### config.mk
export PLATFORM = sky130hd
export DESIGN_NAME = ckf_divider
export DESIGN_NICKNAME = d
export VERILOG_FILES = /design/src/color_keyframe_fade_engine_macros.svh /design/src/ckf_pkg.sv /design/src/ckf_divider.sv
export SDC_FILE = /design/constraint.sdc
export NUM_CORES = 1
export LEC_CHECK = 0
export BUFFER_PORTS_ARGS = -buffer_cell sky130_fd_sc_hd__buf_4
export CORE_ASPECT_RATIO = 0.6
export CORE_UTILIZATION = 40
export CTS_BUF_LIST = sky130_fd_sc_hd__clkbuf_4 sky130_fd_sc_hd__clkbuf_8
export DETAILED_ROUTE_END_ITERATION = 7
export HOLD_SLACK_MARGIN = 0.06
export PLACE_DENSITY = 0.66
export SLEW_MARGIN = 20
export SYNTH_ARGS = -nofsm -noshare
export SYNTH_HDL_FRONTEND = slang
export SYNTH_SLANG_ARGS = --single-unit
### constraint.sdc
create_clock -name clk -period 7.6 [get_ports clk]
set_clock_uncertainty 0.15 [all_clocks]
set_input_delay 0.76 -clock clk [delete_from_list [all_inputs] [get_ports clk]]
set_output_delay 0.76 -clock clk [all_outputs]
set_load 0.05 [all_outputs]
### src/color_keyframe_fade_engine_macros.svh
// Assertion macros for the keyframe fade engine.
`ifndef COLOR_KEYFRAME_FADE_ENGINE_MACROS_SVH
`define COLOR_KEYFRAME_FADE_ENGINE_MACROS_SVH
// Assert that a condition implies a consequence in the same cycle.
`define CKF_ASSERT_IMPLY(label, cond, cons) \
  label: assert property (@(posedge clk) disable iff (rst) (cond) |-> (cons)) \
    else $error("assertion failed");
// Assert that a condition implies a consequence in the next cycle.
`define CKF_ASSERT_NEXT(label, cond, cons) \
  label: assert property (@(posedge clk) disable iff (rst) (cond) |=> (cons)) \
    else $error("assertion failed");
`endif

### src/ckf_pkg.sv
// Shared types and constants of the keyframe fade engine.
package ckf_pkg;
  localparam int KEY_DEPTH = 64;
  localparam int IDX_BITS = 6;
  localparam int TIME_W = 32;
  localparam int COLOR_W = 24;
  localparam int FRAC_W = 17;
  localparam logic [FRAC_W-1:0] FULL_FRACTION = 17'h10000;
  localparam logic [COLOR_W-1:0] WHITE = 24'hFFFFFF;
  localparam logic [TIME_W-1:0] EASE_RESET = 32'd2000;

  localparam logic [1:0] REQ_LOAD = 2'd0;
  localparam logic [1:0] REQ_TICK = 2'd1;
  localparam logic [1:0] REQ_PRESS = 2'd2;

  localparam logic [1:0] MODE_LINEAR = 2'd0;
  localparam logic [1:0] MODE_EASED = 2'd1;
  localparam logic [1:0] MODE_MANUAL = 2'd2;
  localparam logic [1:0] MODE_NONE = 2'd3;

  localparam logic [1:0] CFG_MODE = 2'd0;
  localparam logic [1:0] CFG_EASE = 2'd1;
  localparam logic [1:0] CFG_COUNT = 2'd2;

  typedef struct packed {
    logic start;
    logic [TIME_W-1:0] num;
    logic [TIME_W-1:0] den;
  } div_req_t;
endpackage

### src/ckf_divider.sv
// Restoring divider producing a Q0.16 quotient, one bit per cycle.
module ckf_divider
  import ckf_pkg::*;
(
  input  logic                  clk,
  input  logic                  rst,
  input  div_req_t              req,
  output logic                  done,
  output logic [FRAC_W-2:0]     quot
);
  logic [TIME_W:0] rem;
  logic [TIME_W-1:0] den;
  logic [4:0] count;
  logic busy;
  logic [TIME_W:0] shifted;

  assign shifted = {rem[TIME_W-1:0], 1'b0};

  always_ff @(posedge clk) begin
    if (rst) begin
      busy <= 1'b0;
      done <= 1'b0;
      count <= '0;
    end else begin
      done <= 1'b0;
      if (req.start) begin
        busy <= 1'b1;
        rem <= {1'b0, req.num};
        den <= req.den;
        quot <= '0;
        count <= '0;
      end else if (busy) begin
        // shifted includes the carry bit, so compare at full width
        if (shifted >= {1'b0, den}) begin
          rem <= shifted - {1'b0, den};
          quot <= {quot[FRAC_W-3:0], 1'b1};
        end else begin
          rem <= shifted;
          quot <= {quot[FRAC_W-3:0], 1'b0};
        end
        count <= count + 5'd1;
        if (count == 5'd15) begin
          busy <= 1'b0;
          done <= 1'b1;
        end
      end
    end
  end
endmodule

==> results by group <==
Clock network
  • Clock Sinks: 87
  • CTS clk-pin slew, worst paths: 0.10 ns
  • Hold_buf cts: 0
  • CTS resizes: 0
  • Maximum root-to-sink buffer count: 2
  • Clock latency on the worst-skew pair: 0.38 ns
  • Root Driver: clkbuf_8
  • Post-CTS Setup Bufs: 0
  • CTS HTree Levels: 3
  • CTS tree: done
  • Total CTS buffers: 9

Die
  • Initial Util: 41.6%
  • Die W: 152 um
  • Rows: 32
  • Die area: 14000 sq um
  • I/O Pins: 84
  • Core Region: 13000 sq um
  • Height of the die: 92.1 um

Finish
  • Nets: 717
  • Final core utilization: 48.8%
  • Commonest non-fill, non-tap cell in the layout: buf_4
  • # fillers: 1233
  • Design area: 6350 sq um
  • Commonest cells after routing, fill and taps aside: buf_4, edfxtp_1, nand2_1, inv_1, nor2_1
  • Post-Layout Cell Count: 790
  • Area growth syn-to-layout: 17.4%
  • Layout cells sized above 1: 18.5%
  • Diodes inserted: 0

Yosys
  • FF+latch count, synth: 87
  • Netlist cell types: 62
  • Top cells by area, synth: edfxtp_1, ha_1, nand2_1, xnor2_1, inv_1
  • Post-Syn Area: 5410 sq um
  • Yosys top cell by area: edfxtp_1
  • Async set-or-reset flop fraction in the synthesized netlist: 0%
  • Synth Net Count: 648
  • Post-synth EDFFs: 80
  • Share of the synthesized area in the top cell type: 44.4%
  • Syn Inst Count: 546
  • Register area share after synthesis: 47.0%
  • Ys Warns: 0
  • Syn avg cell area: 9.91 sq um
  • Dominant synthesized flop cell: edfxtp_1

Hold path
  • Worst hold path type: flip-flop to flip-flop
  • Worst hold endpoint: count[4]$_SDFFE_PP0P_
  • Hold Crit Depth: 2
  • Min-Delay Startpoint: count[4]$_SDFFE_PP0P_

Critical path
  • Buf/Inv on CP: 0
  • Crit-path cells: ha_1 > a21oi_4 > o211ai_1 > a211oi_1 > nand3_1 > a21oi_4 > o221a_4 > nor2_1 > a221o_1
  • CP max stage cell: o221a_4
  • Worst Reg-to-Reg Cells: 9
  • Critical path peak fanout: 33
  • Crit. End Element: flip-flop
  • Crit path top cell by count: a21oi_4
  • Crit Reg-Reg Endpoint: rem[30]$_DFFE_PP_
  • Crit path launch type: flip-flop
  • WS Path Type: flip-flop to flip-flop
  • CP Data Required Time: 7.59 ns
  • Worst EP arrival: 3.53 ns
  • R2R Setup Slk: 4.06 ns
  • Largest stage delay, worst path: 0.55 ns
  • RR Startpoint: rem[13]$_DFFE_PP_
  • Delay-heaviest family, CP: compound AO/OA/AOI/OAI gates

Timing
  • Slew Viols, Final: 0
  • Setup_tns: 0 ns
  • Fin crit share: 46.6%
  • Fin. Hold Viols: 0
  • F_max: 282 MHz
  • Tmin final: 3.54 ns
  • RSZ-0062 raised after global routing: false
  • Final setup viols: 0
  • Slew HR: 51.1%
  • Fin worst setup slack: 4.06 ns
  • Worst Tran Pin Value: 0.732 ns

Placement
  • Post-DP Area: 6150 sq um
  • Pre-CTS setup slack: 4.11 ns
  • Final GP Congestion: 0.933
  • Placed Instances: 774
  • Dpl hpwl: 10200 um
  • # port buffers: 83

Outcome
  • Failing checks: design-rule violations
  • Outcome: finished with violations

Global route
  • First-pass GRT wire length: 22500 um
  • GRT Total Usage: 20.8%
  • GR Overflow Total: 0
  • Initial antenna violation count: 0
  • Largest net degree at the start of global routing: 50
  • Vias in the first global route: 4059

Drt
  • Drt total wl: 14200 um
  • Vias per cell: 5.56
  • Pre-antenna DRT Iters: 7
  • DR iter-0 viols: 358
  • Via count: 4395
  • Remaining antenna violation count: 0
  • Avg WL per Cell: 18.0 um
  • DRC: 4

Flow run
  • Max Cap Viol: 0

Pwr
  • Pwr Density: 216 nW/um^2
  • VDD IR max: 0.000128 V
  • Static leakage: 2.65 nW
[worst min-delay path, delay by kind of cell (launching register included)]
family | cells | cell delay, ns
DFF | 1 | 0.33
AOI/OAI and AO/OA | 1 | 0.05
and+or+nand+nor | 1 | 0.11
[layer usage]
layer  vias up  share of wire (%)  GRT usage (%)
li1       2122                  -              -
met1      2089                 54           33.6
met2       173                 39           27.4
met3        11                7.0           4.54
met4         0               0.58           4.00
met5         -                  0              0
[area by class of cell]
class | instances | area, sq um | share of cell area [%]
Clock inverter | 7 | 83.8 | 1.32
Tap cell | 170 | 213 | 3.35
Multi-Input combinational cell | 388 | 2580 | 40.6
Inverter | 42 | 158 | 2.48
Clock buffer | 9 | 124 | 1.95
Sequential cell | 87 | 2540 | 40.0
Timing Repair Buffer | 87 | 653 | 10.3
[cell usage after synthesis, types with 2 or more instances]
cell type  count
edfxtp_1      80
nand2_1       66
inv_1         41
nor2_1        39
ha_1          34
a21oi_1       29
o21ai_0       25
xnor2_1       20
a31oi_1       19
nor2b_1       18
nand3_1       14
a21o_1        12
clkbuf_1      12
buf_2         10
nor3_1         9
xor2_1         9
and3_1         7
dfxtp_1        7
a211oi_1       6
mux2i_1        6
nand2b_1       6
nand4_1        6
o211ai_1       5
o311ai_1       5
a221o_1        4
o21a_1         4
a211o_1        3
a41oi_1        3
o31ai_1        3
or2_2          3
a21oi_4        2
a221oi_1       2
buf_1          2
buf_6          2
clkbuf_2       2
o2111a_1       2
o21ai_1        2
o21bai_1       2
o22ai_1        2
[power by group]
| part | internal, mW | total, mW | switching (mW) |
|---|---|---|---|
| logic | 0.170 | 0.424 | 0.254 |
| registers | 0.571 | 0.589 | 0.0189 |
| clock network | 0.160 | 0.359 | 0.199 |
| total | 0.900 | 1.37 | 0.472 |
[flip-flops by register name, summed over array words and instances, names as in the netlist]
register / count
count: 5
quot: 16
den: 32
done: 1
busy: 1
rem: 32
[per-stage QoR]
step	hold WS, ns	total power, mW
4_1_cts	0.381	1.38
5_1_grt	0.379	1.44
3_3_place_gp	0.329	1.01
6_report	0.377	1.37
3_5_place_dp	0.354	1.02
2_1_floorplan	0.321	0.903
[cells by family (layout without fill, tap and decap cells)]
| kind of cell | after synthesis | after routing | share of synthesized area, % |
|---|---|---|---|
| AO/OA/AOI/OAI | 141 | 141 | 18.1 |
| XOR/XNOR | 29 | 29 | 4.69 |
| adder cells (fa/ha/maj) | 35 | 35 | 8.23 |
| buffers and inverters | 71 | 145 | 5.55 |
| flip-flops | 87 | 87 | 47.0 |
| multiplexers | 6 | 6 | 1.11 |
| AND/OR/NAND/NOR | 177 | 177 | 15.3 |
[how the worst max path moves through the flow]
stage,cells past startpoint,endpoint,start
after global placement,9,rem[30]$_DFFE_PP_,rem[4]$_DFFE_PP_
final,9,rem[30]$_DFFE_PP_,rem[13]$_DFFE_PP_
after floorplan,3,quot[0]$_SDFFCE_PP0P_,req[64]
after CTS,9,rem[30]$_DFFE_PP_,rem[13]$_DFFE_PP_
after detailed placement,9,rem[30]$_DFFE_PP_,rem[13]$_DFFE_PP_
after global routing,9,rem[30]$_DFFE_PP_,rem[6]$_DFFE_PP_
Power figures use the tool's default switching activity.
